## src/hdl/erle_pkg.sv

```systemverilog
package erle_pkg;

  localparam int OUT_BYTES_DEF = 8192;
  localparam int BYTE_W        = 8;
  localparam int COUNT_W       = 9;

  typedef enum logic [1:0] {
    PH_TAG   = 2'd0,
    PH_DATA  = 2'd1,
    PH_VALUE = 2'd2,
    PH_COUNT = 2'd3
  } phase_t;

  typedef struct packed {
    logic [BYTE_W-1:0] in_byte;
    logic              stream_start;
  } in_item_t;

  typedef struct packed {
    logic [BYTE_W-1:0]  out_value;
    logic [COUNT_W-1:0] repeat_count;
    logic               last;
    logic               clamped;
  } out_item_t;

endpackage

```

## src/hdl/escape_rle_decoder.sv

```systemverilog
// Channel | Direction | Handshake              | Payload
// in      | input     | in_valid / in_ready    | in_data  (in_byte, stream_start)
// out     | output    | out_valid / out_ready  | out_data (out_value, repeat_count, last, clamped)
//
// One encoded byte per cycle sustained while out_ready holds; the result is registered
// (input register, then decode into the result register).
// The phase machine and the produced-byte counter update in the decode cycle.
// Reset clears the phase to awaiting tag, the counter, the finished flag and
// both stage valids. A stalled result holds the decode stage, which in turn
// holds in_ready low only while the input register is also occupied.
module escape_rle_decoder
  import erle_pkg::*;
#(
  parameter int OUT_BYTES = OUT_BYTES_DEF
) (
  input  logic      clk,
  input  logic      rst,
  input  logic      in_valid,
  output logic      in_ready,
  input  in_item_t  in_data,
  output logic      out_valid,
  input  logic      out_ready,
  output out_item_t out_data
);

  localparam int CW = $clog2(OUT_BYTES + 1);
  localparam int SW = (CW > COUNT_W) ? CW : COUNT_W;

  logic              s1_valid;
  in_item_t          s1_data;
  logic              s1_go;

  phase_t            phase;
  phase_t            phase_next;
  logic [BYTE_W-1:0] escape_tag;
  logic [BYTE_W-1:0] escape_tag_next;
  logic [BYTE_W-1:0] run_value;
  logic [BYTE_W-1:0] run_value_next;
  logic [CW-1:0]     bytes_produced;
  logic [CW-1:0]     bytes_produced_next;
  logic              finished;
  logic              finished_next;

  logic              restart;
  logic              emit;
  logic [BYTE_W-1:0] emit_value;
  logic [SW-1:0]     req_count;
  logic [SW-1:0]     remain;
  logic [SW-1:0]     grant;
  logic [SW-1:0]     total;
  logic              clip;
  logic              done;
  out_item_t         result;

  assign s1_go    = s1_valid && (!out_valid || out_ready);
  assign in_ready = !s1_valid || s1_go;
  assign restart  = s1_data.stream_start || (phase == PH_TAG);

  always_ff @(posedge clk) begin
    if (rst) begin
      s1_valid <= 1'b0;
    end else if (in_ready) begin
      s1_valid <= in_valid;
    end
  end

  always_ff @(posedge clk) begin
    if (in_valid && in_ready) begin
      s1_data <= in_data;
    end
  end

  always_comb begin
    phase_next = phase;
    if (restart) begin
      phase_next = PH_DATA;
    end else if (!finished) begin
      case (phase)
        PH_DATA: begin
          if (s1_data.in_byte == escape_tag) begin
            phase_next = PH_VALUE;
          end
        end
        PH_VALUE: phase_next = PH_COUNT;
        PH_COUNT: phase_next = PH_DATA;
        default:  phase_next = PH_DATA;
      endcase
    end
  end

  always_comb begin
    emit       = 1'b0;
    emit_value = s1_data.in_byte;
    req_count  = SW'(1);
    if (!restart && !finished) begin
      case (phase)
        PH_DATA: begin
          emit = (s1_data.in_byte != escape_tag);
        end
        PH_COUNT: begin
          emit       = 1'b1;
          emit_value = run_value;
          req_count  = SW'(s1_data.in_byte) + SW'(1);
        end
        default: emit = 1'b0;
      endcase
    end

    remain = SW'(OUT_BYTES) - SW'(bytes_produced);
    clip   = req_count > remain;
    grant  = clip ? remain : req_count;
    total  = SW'(bytes_produced) + grant;
    done   = total >= SW'(OUT_BYTES);

    result.out_value    = emit_value;
    result.repeat_count = grant[COUNT_W-1:0];
    result.last         = done;
    result.clamped      = clip;

    escape_tag_next     = escape_tag;
    run_value_next      = run_value;
    bytes_produced_next = bytes_produced;
    finished_next       = finished;
    if (restart) begin
      escape_tag_next     = s1_data.in_byte;
      bytes_produced_next = '0;
      finished_next       = 1'b0;
    end else if (!finished) begin
      if (phase == PH_VALUE) begin
        run_value_next = s1_data.in_byte;
      end
      if (emit) begin
        bytes_produced_next = total[CW-1:0];
        finished_next       = done;
      end
    end
  end

  always_ff @(posedge clk) begin
    if (rst) begin
      phase          <= PH_TAG;
      escape_tag     <= '0;
      run_value      <= '0;
      bytes_produced <= '0;
      finished       <= 1'b0;
    end else if (s1_go) begin
      phase          <= phase_next;
      escape_tag     <= escape_tag_next;
      run_value      <= run_value_next;
      bytes_produced <= bytes_produced_next;
      finished       <= finished_next;
    end
  end

  always_ff @(posedge clk) begin
    if (rst) begin
      out_valid <= 1'b0;
    end else if (s1_go) begin
      out_valid <= emit;
    end else if (out_ready) begin
      out_valid <= 1'b0;
    end
  end

  always_ff @(posedge clk) begin
    if (s1_go && emit) begin
      out_data <= result;
    end
  end

  a_count_in_range: assert property (@(posedge clk) disable iff (rst)
    bytes_produced <= CW'(OUT_BYTES))
    else $error("produced byte count passed the limit");

  a_finished_at_limit: assert property (@(posedge clk) disable iff (rst)
    finished == (bytes_produced == CW'(OUT_BYTES)))
    else $error("finished flag disagrees with produced byte count");

  a_clamp_is_last: assert property (@(posedge clk) disable iff (rst)
    out_valid && out_data.clamped |-> out_data.last)
    else $error("clamped result not marked last");

  a_count_nonzero: assert property (@(posedge clk) disable iff (rst)
    out_valid |-> out_data.repeat_count != '0)
    else $error("result with zero repeat count");

  a_no_result_when_finished: assert property (@(posedge clk) disable iff (rst)
    s1_go && finished && !restart |=> !out_valid)
    else $error("result after the output limit");

endmodule
```

## config.mk

```make
export PLATFORM = sky130hd
export DESIGN_NAME = escape_rle_decoder
export DESIGN_NICKNAME = d
export VERILOG_FILES = /design/src/hdl/erle_pkg.sv /design/src/hdl/escape_rle_decoder.sv
export SDC_FILE = /design/constraint.sdc
export NUM_CORES = 1
export LEC_CHECK = 0
export BUFFER_PORTS_ARGS = -buffer_cell sky130_fd_sc_hd__buf_2
export CORE_MARGIN = 3
export CORE_UTILIZATION = 54
export CTS_BUF_LIST = sky130_fd_sc_hd__clkbuf_16
export DETAILED_ROUTE_END_ITERATION = 10
export PLACE_DENSITY = 0.82
export SYNTH_ARGS = -nofsm -noshare
export SYNTH_HDL_FRONTEND = slang
export SYNTH_SLANG_ARGS = --single-unit
```

## constraint.sdc

```tcl
create_clock -name clk -period 4.6 [get_ports clk]
set_clock_uncertainty 0.05 [all_clocks]
set_input_delay 0.23 -clock clk [delete_from_list [all_inputs] [get_ports clk]]
set_output_delay 0.23 -clock clk [all_outputs]
set_load 0.005 [all_outputs]
```

* Word-level counts from Yosys, hierarchy flattened *
Cells that the tools add are included.

storage, ports and cells
  register bits = 63
  input port bits = 13
  output and inout port bits = 21

operators by class
  add/subtract/negate cells = 3
  magnitude comparators = 2
  equality and inequality tests = 7
  muxes and demuxes = 19
  bitwise logic cells = 2
  reduce and logical (&&, ||, !) cells = 18

operator list
  cell                      number
  $mux W14                  4
  $mux W9                   2
  $mux W8                   2
  $add A14 B14 Y14          1
  $ge A14 B14 Y1 const B    1
  $gt A14 B14 Y1            1
  $sub A14 B14 Y14 const A  1
  $add A8 B1 Y9 const B     1
  $eq A8 B8 Y1              1
  $ne A8 B8 Y1              1
  $mux W1                   6
  $mux W2                   3
  $reduce_and A3 Y1         2
  $eq A2 B2 Y1 const B      2
  $logic_and A1 B1 Y1       4
  $logic_not A1 Y1          4
  $pmux W2 S2               1
  $reduce_and A4 Y1         1
  $reduce_bool A2 Y1        2
  $logic_or A1 B1 Y1        3
  $ne A3 B3 Y1 const B      1
  $eq A2 B1 Y1 const B      1
  $logic_not A2 Y1          1
  $ne A2 B1 Y1 const B      1
  3 further kinds           4

* Longest topological paths before layout *
Gate-level depths: netlist (run 1).

  word-level depth = 12
  mapped depth = 22
  depth with buffers taken out = 21

* Worst setup path after synthesis (run 1) *
OpenSTA, ideal clock, no wires.

  path kind = reg2reg
  from = register phase[0]
  to = register bytes_produced[12]
  library setup time = 0.074 ns
  arrival = 4.504 ns
  data required time = 4.476 ns
  path slack = -0.028 ns
  stages on the path, launching flop included = 23
  path buffers = 1
  period minus slack after synthesis = 4.628 ns
  cells stage by stage = dfxtp_1 > inv_1 > ha_1 > nor3_2 > nand2_1 > clkbuf_1 > nor2_1 > ha_1 > a211o_1 > o2111ai_1 > a31oi_1 > o22ai_2 > nor2_4 > mux2i_1 > ha_1 > inv_1 > fa_1 > nand2b_1 > a21oi_1 > o21ai_0 > o21ba_2 > or4_1 > a31oi_1

between the ends
  word-level cells in the longest chain between the ends = 11

RTL lines
  what                      RTL line                   source
  start: declaration        escape_rle_decoder.sv:33   phase_t phase;
  start signal: assignment  escape_rle_decoder.sv:147  phase <= phase_next;
  $logic_not A2 Y1          escape_rle_decoder.sv:57   assign restart = s1_data.stream_start || (phase == PH_TAG);
  $logic_or A1 B1 Y1        escape_rle_decoder.sv:57
  $logic_not A1 Y1          escape_rle_decoder.sv:95   if (!restart && !finished) begin
  $logic_and A1 B1 Y1       escape_rle_decoder.sv:95
  $mux W9 (*)               escape_rle_decoder.sv:95
  $gt A14 B14 Y1 (*)        escape_rle_decoder.sv:110  clip = req_count > remain;
  named net clip            escape_rle_decoder.sv:51   logic clip;
  $mux W14 (*)              escape_rle_decoder.sv:111  grant = clip ? remain : req_count;
  named net grant[0]        escape_rle_decoder.sv:49   logic [SW-1:0] grant;
  $add A14 B14 Y14 (*)      escape_rle_decoder.sv:112  total = SW'(bytes_produced) + grant;
  $mux W14 (*)              escape_rle_decoder.sv:132  if (emit) begin
  $mux W14 (*)              escape_rle_decoder.sv:128  end else if (!finished) begin
  $mux W14 (*)              escape_rle_decoder.sv:124  if (restart) begin
  end signal: assignment    escape_rle_decoder.sv:150  bytes_produced <= bytes_produced_next;
  end: declaration          escape_rle_decoder.sv:39   logic [CW-1:0] bytes_produced;

Mark *: on every way through the listed nets, which the timed path passes. The rest lies on a longest branch. The select of a mux whose other input is x is not followed.
A chain may end at the register's enable or synchronous reset.

* Worst setup path in the final report (run 1) *
  from = register s1_data[2] (netlist bit)
  to = register bytes_produced[12]

between the ends
  word-level cells in the longest chain between the ends = 9

RTL lines
  what                      RTL line                   source
  start: declaration        escape_rle_decoder.sv:30   in_item_t s1_data;
  start signal: assignment  escape_rle_decoder.sv:69   s1_data <= in_data;
  $add A8 B1 Y9             escape_rle_decoder.sv:103  req_count = SW'(s1_data.in_byte) + SW'(1);
  $mux W9                   escape_rle_decoder.sv:96   case (phase)
  $mux W9                   escape_rle_decoder.sv:95
  $gt A14 B14 Y1            escape_rle_decoder.sv:110
  named net clip            escape_rle_decoder.sv:51
  $mux W14                  escape_rle_decoder.sv:111
  named net grant[0]        escape_rle_decoder.sv:49
  $add A14 B14 Y14          escape_rle_decoder.sv:112
  $mux W14                  escape_rle_decoder.sv:132
  $mux W14                  escape_rle_decoder.sv:128
  $mux W14                  escape_rle_decoder.sv:124

The timed path passes the listed nets, and every way through them passes these cells. The select of a mux whose other input is x is not followed.

==> results.md, run 1 <==
- Worst slack, placed: -0.135 ns
- Cell count after synthesis: 397
- Total Wirelength: approximately 11 mm
- Critical Path RT: 4.80 ns
- Hold Violations, Final: 0
- Post-synthesis cell type count: 58
- Count leader, synth: nand2_1
- Leading area contributor after synthesis: edfxtp_1
- Die Wd: 89.1 µm
- Launch point of the worst path: s1_data[2]
- Core area: approximately 6500 µm²
- N_diodes: 0
- Hold Startpoint: in_data[2]
- Number of global-route vias before repair: between 3,000 and 4,000
- Worst EP arrival: between 4 and 5 ns
- Starting DRT DRC Count: between 400 and 500
- RSZ-0062 raised after global routing: yes
- Post-layout net count: slightly above 500
- Fin crit period: approximately 4.7 ns
- Via density: ~6.6
- Top cells by count, synth: 46 x nand2_1, 35 x dfxtp_1, 33 x a21oi_1
- Net Count, Synth: about 440
- DP HPWL: around 6.4 mm
- P_leak: approximately 0.0019 µW
- Io pins: 34
- Pwr dens: roughly 280 nW/µm²
- Drt pass-1 iters: 5
- RR Startpoint: s1_data[2]
- Synth Flop Type: dfxtp_1
- Number of remaining DRC errors: 0
- Routed vias: between 3,000 and 4,000
- Share of layout cells above drive strength 1: 0.330
- Final setup fails: 7
- Port buffer count: 33
- Mapped Area: ~3700 µm²
- WL per Instance: around 20 µm
- Worst skew pair latency: roughly 0.34 ns
- CTS tree: built
- Clock sink total: 63
- Hold_ws: 0.0172 ns
- Reg2Reg Depth: 21
- Clock Tree Buf Depth: 2
- Worst slew margin relative to its limit: 0.207
- CTS H-tree depth: 3
- Yosys top cell area share: 0.226
- Crit. End Element: flop
- Post-synth EDFFs: 28
- Worst hold-check path type: primary input to flop
- GR Util All Layers: 0.260
- Worst-path clk slew: roughly 0.06 ns
- Yosys warnings: 0
- Largest net degree at the start of global routing: 40
- Seq/Total Area, Yosys: 0.414
- FP Rows: 29
- Initial cell density of the core: 0.571
- Full die area: around 7900 µm²
- Synth area leaders: edfxtp_1 23%, dfxtp_1 19%, ha_1 8.4%, nand2_1 4.6%, a21oi_1 4.4%
- Status: finished, violations left
- Max rail drop VDD: roughly 0.28 mV
- Max Clock Freq: 211 MHz
- Fill cells: roughly 400
- GRT overflow: 0
- Setup TNS: -0.401 ns
- Final setup margin: -0.133 ns
- Root Buffer: clkbuf_16
- Crit Path Max Fanout: 4
- Number of routed nets with antenna violations: 0
- Max-Cap Viols: 0
- Slew Limit Fails: 0
- Flops & latches, synth: 63
- Tcrit/Tclk final: 1.03
- Setup CP Type: flop to flop
- Async S/R FF share, synth: 0
- Clock buffer count from CTS: 9
- Die Y: 89.1 µm
- Initial antenna violation count: 0
- Hold path depth: 1
- First-pass GRT wire length: ~16 mm
- Post-Synthesis Mean Instance Area: between 9 and 10 µm²
- Violated checks: negative setup slack
- CP startpoint kind: flop
- Worst-Margin Slew: about 1.2 ns
- Area growth, synth to finish: 29.8%
- GPL Wtd Cong: ~0.9
registers in the layout (all words and copies together) (netlist names):
register and flops:
bytes_produced 14, escape_tag 8, finished 1, out_data 19, out_valid 1, phase 2
run_value 8, s1_data 9, s1_valid 1
path summary, 6_finish.rpt:
path | to | slack, ns
setup / recovery | bytes_produced[12] | -0.13
hold / removal | s1_data[2] | 0.02
setup reg to reg | bytes_produced[12] | -0.13
hold reg to reg | run_value[0] | 0.41
layout by cell type (no fill, tap or decap), types with 3 or more instances in the layout:
cell / instances
nor2_1: 18
xor2_1: 17
o31ai_2: 3
and2_1: 3
a31oi_1: 4
edfxtp_1: 28
clkbuf_16: 9
nor4_1: 3
ha_1: 14
a21oi_1: 32
mux2_2: 8
nand4_1: 4
o21ai_0: 9
ha_4: 6
nor3_1: 5
o31ai_1: 6
nand3_1: 32
xnor2_1: 9
dfxtp_1: 34
ha_2: 5
nand2_1: 44
inv_2: 3
inv_1: 8
buf_2: 33
buf_4: 54
nand2b_1: 7
nand4b_1: 4
o21ai_1: 4
nor2b_1: 3
worst max-delay path, stage by stage (launching register included):
cell and delay (ns):
edfxtp_1 0.37, ha_2 0.24, nand2_1 0.07, or2_2 0.31, xor2_1 0.26, nor2_2 0.11
ha_4 0.30, o2111ai_1 0.12, a31oi_1 0.24, o22ai_2 0.12, buf_6 0.17, nor2_4 0.16
mux2i_2 0.26, ha_2 0.24, inv_2 0.05, fa_2 0.39, nand2b_4 0.16, a21oi_4 0.16
o21ai_2 0.08, o21ba_4 0.23, or4_1 0.40, a31oi_1 0.16
power by group:
group	internal (µW)	total, µW	switching, µW
registers	596	611	14.2
logic	36.0	85.3	49.3
clock network	419	670	252
timing repair:
item | in CTS | in global routing
endpoints found under the setup margin | 6 | 9
buffers inserted | 7 | 7
resized for setup | 21 | 38
hold buffers | 0 | 0
pin swaps | 9 | 22
kinds of logic (layout without fill, tap and decap cells):
| logic type | after synthesis | count (layout) | share of synthesized area |
|---|---|---|---|
| AO/OA/AOI/OAI | 86 | 86 | 0.147 |
| XOR/XNOR | 27 | 27 | 0.0634 |
| adder cells (fa/ha/maj) | 26 | 26 | 0.0893 |
| buffers and inverters | 33 | 115 | 0.0416 |
| flip-flops | 63 | 63 | 0.414 |
| multiplexers | 12 | 12 | 0.0352 |
| AND/OR/NAND/NOR | 150 | 150 | 0.210 |
stage by stage:
stage | area (µm²) | utilization | std cells | power, µW
final | 4840 | 0.741 | 556 | 1370
after global routing | 4840 | 0.741 | 556 | 1410
after CTS | 4600 | 0.704 | 549 | 1360
after detailed placement | 4180 | 0.640 | 526 | 694
after global placement | 4180 | 0.640 | 526 | 690
after floorplan | 3730 | - | 397 | 667
cell type report:
type,instances,area [µm²],share of cell area
sequential,63,1540,0.319
clock buffer,9,225,0.0465
clock inverter,7,70.1,0.0145
multi-input combinational,301,2280,0.472
timing repair buffer,88,582,0.120
tap,77,96.3,0.0199
inverter,11,41.3,0.00853
layer usage:
| metal | vias to the layer above | share of wire | track usage |
|---|---|---|---|
| met5 | - | 0 | 0 |
| met2 | 267 | 0.47 | 0.415 |
| li1 | 1615 | - | - |
| met1 | 1727 | 0.39 | 0.333 |
| met3 | 63 | 0.097 | 0.0654 |
| met4 | 0 | 0.045 | 0.115 |
Power figures use the tool's default switching activity.
==> inputs of run 2 (changes only) <==
--- a/config.mk
+++ b/config.mk
@@ -10,7 +10,7 @@
 export CORE_UTILIZATION = 54
 export CTS_BUF_LIST = sky130_fd_sc_hd__clkbuf_16
 export DETAILED_ROUTE_END_ITERATION = 10
-export PLACE_DENSITY = 0.82
+export PLACE_DENSITY = 0.76
 export SYNTH_ARGS = -nofsm -noshare
 export SYNTH_HDL_FRONTEND = slang
 export SYNTH_SLANG_ARGS = --single-unit
==> run 2 against run 1 <==
  * The flow still finishes with violations (negative setup slack)
  * Final cell count rose by 0.36%
  * Utilization up 2.8 points
  * Flip-flop and latch count stayed put
  * Clock power is essentially flat
==> results.md, run 2 (synthesis gave the netlist of run 1 again) <==
- Clock sink total: 63 (unchanged)
- Hold path depth: 1 (unchanged)
- Power share of the clock group: 0.492 (was 0.491)
- Fin crit period: 4.72 ns (was 4.73 ns)
- Internal cell power: 1050 µW (about the same)
- Crit Path Max Fanout: 4 (unchanged)
- Core area: 6530 µm² (unchanged)
- Seq pwr share: 0.446 (was 0.447)
- Area of the multi-input gates: 2440 µm² (was 2280 µm²)
- Hold Startpoint: in_data[2] (unchanged)
- Tcrit/Tclk final: 1.03 (about the same)
- Initial antenna violation count: 0 (unchanged)
- RSZ-0062 raised after global routing: yes (unchanged)
- Pwr dens: 272 nW/µm² (was 282 nW/µm²)
- Initial cell density of the core: 0.571 (unchanged)
- Number of global-route vias before repair: 3,313 (was 3,261)
- Worst slew margin relative to its limit: 0.400 (was 0.207)
- Io pins: 34 (unchanged)
- Share of layout cells above drive strength 1: 0.370 (was 0.330)
- P_leak: 0.00190 µW (was 0.00186 µW)
- Number of remaining DRC errors: 0 (unchanged)
- Crit. End Element: flop (unchanged)
- Largest regs: out_data x19, bytes_produced x14, s1_data x9 (unchanged)
- GPL Wtd Cong: 0.866 (was 0.899)
- Violated checks: negative setup slack (unchanged)
- Largest net degree at the start of global routing: 40 (unchanged)
- CTS tree: built (unchanged)
- Starting DRT DRC Count: 309 (was 432)
- Worst EP arrival: 4.86 ns (was 4.94 ns)
- Root Buffer: clkbuf_16 (unchanged)
- RR Startpoint: phase[0] (was s1_data[2])
- Most frequent cells in the layout: 56 x buf_4, 43 x nand2_1, 33 x buf_2 (was 54 x buf_4, 44 x nand2_1, 34 x dfxtp_1, 33 x buf_2)
- GR Util All Layers: 0.263 (was 0.260)
- Number of routed nets with antenna violations: 0 (unchanged)
- Routed vias: 3,513 (was 3,672)
- Commonest non-fill, non-tap cell in the layout: buf_4 (unchanged)
- Setup CP Type: flop to flop (unchanged)
- R2r endpoint: bytes_produced[13] (was bytes_produced[12])
- CP startpoint kind: flop (unchanged)
- Switching share of total power: 0.231 (about the same)
- CTS hold repair buffers: 0 (unchanged)
- Status: finished, violations left (unchanged)
- Fill cells: 400 (was 408)
- Die Wd: 89.1 µm (unchanged)
- DP HPWL: 6.36 mm (about the same)
- Max Clock Freq: 212 MHz (was 211 MHz)
- FP Rows: 29 (unchanged)
- GRT overflow: 0 (unchanged)
- Full die area: 7940 µm² (unchanged)
- Hold Violations, Final: 0 (unchanged)
- Gate power share: 0.062 (about the same)
- Reg2Reg Depth: 24 (was 21)
- Power consumption: 1370 µW (about the same)
- First-pass GRT wire length: 16.1 mm (was 15.8 mm)
- Biggest register: out_data (unchanged)
- Post-layout net count: 515 (was 513)
- Total Wirelength: 10.8 mm (was 11.2 mm)
- Via density: 6.30 (was 6.60)
- Max rail drop VDD: 0.283 mV (about the same)
- Port buffer count: 33 (unchanged)
- CTS H-tree depth: 3 (unchanged)
- Switch Pwr: 315 µW (about the same)
- Clock buffer count from CTS: 9 (unchanged)
- Critical Path RT: 4.74 ns (was 4.80 ns)
- N_diodes: 0 (unchanged)
- Largest register FFs: 19 (unchanged)
- WL per Instance: 19.4 µm (was 20.1 µm)
- Final setup margin: -0.123 ns (was -0.133 ns)
- Hold EP: s1_data[2] (unchanged)
- Clock Tree Buf Depth: 2 (unchanged)
- Final setup fails: 5 (was 7)
- Worst slack, placed: -0.239 ns (was -0.135 ns)
- Worst-path clk slew: 0.06 ns (about the same)
- Slew Limit Fails: 0 (unchanged)
- Drt pass-1 iters: 5 (unchanged)
- Storage cell area: 1550 µm² (was 1540 µm²)
- Worst hold-check path type: primary input to flop (unchanged)
- Area growth, synth to finish: 34.7% (was 29.8%)
- Worst-Margin Slew: 0.896 ns (was 1.19 ns)
- Reg2Reg Setup Slack: -0.12 ns (was -0.13 ns)
- Max-Cap Viols: 0 (unchanged)
- Die Y: 89.1 µm (unchanged)
- Worst skew pair latency: 0.33 ns (was 0.34 ns)
## run 2: worst max-delay path by stage
stage | start | endpoint | slack (ns) | cells after the start
6_report | phase[0] | bytes_produced[13] | -0.12 | 24
2_1_floorplan | phase[0] | bytes_produced[12] | 0.008 | 22
3_5_place_dp | bytes_produced[0] | bytes_produced[13] | -0.24 | 20
5_1_grt | phase[1] | bytes_produced[13] | -0.29 | 24
3_3_place_gp | bytes_produced[0] | bytes_produced[13] | -0.08 | 20
4_1_cts | phase[0] | bytes_produced[12] | 0.00003 | 23
## run 2: repair_timing
action,4_1_cts,5_1_grt
buffers inserted,8,6
cloned,0,0
pin swaps,12,27
endpoints found under the setup margin,7,10
gates resized for setup,26,57
## run 2: final cells by class
class	count	share of cell area
Tap cell	77	0.0192
Sequential cell	63	0.308
Clock buffer	9	0.0448
Inverter	11	0.00822
Clock inverter	7	0.0144
Timing Repair Buffer	90	0.119
Multi-Input combinational cell	301	0.487
## run 2: power by group through the flow
stage,sequential (µW),combinational [µW],clock [µW]
after floorplan,616,51.2,0
after global routing,611,93.2,704
final,609,85.4,672
after detailed placement,620,74.2,0
after global placement,620,72.6,0
after CTS,609,76.8,673
## run 2: worst max-delay path, stage by stage (launching register included)
cell and delay [ns]:
dfxtp_2 0.33, inv_1 0.08, ha_4 0.17, nor3_4 0.20
buf_4 0.16, and3_4 0.20, ha_1 0.26, nor2b_1 0.16
o311ai_2 0.34, a31oi_4 0.15, o22ai_4 0.26, nor2_4 0.09
buf_4 0.14, buf_4 0.12, buf_4 0.13, o31ai_2 0.22
buf_4 0.20, ha_4 0.21, nand2_1 0.07, nor4_2 0.04
a221o_1 0.39, nand4_1 0.13, xor2_1 0.25, buf_4 0.17
o32ai_2 0.07
## run 2: metal layers
metal	vias to the layer above	track usage	wire [µm]	share of wire
li1	1606	-	-	-
met3	53	0.0682	841	0.078
met5	-	0	0	0
met2	200	0.405	5210	0.48
met4	0	0.106	405	0.037
met1	1654	0.352	4370	0.40
## run 2: through the flow
stage               TNS, ns   util  hold slack [ns]  instances  area [µm²]
floorplan                 0      -            0.279        397        3730
global placement     -0.175  0.643            0.356        528        4200
detailed placement   -0.849  0.643            0.358        528        4200
CTS                       0  0.716           0.0195        552        4670
global route          -1.89  0.769           0.0143        558        5020
finish               -0.462  0.769           0.0236        558        5020
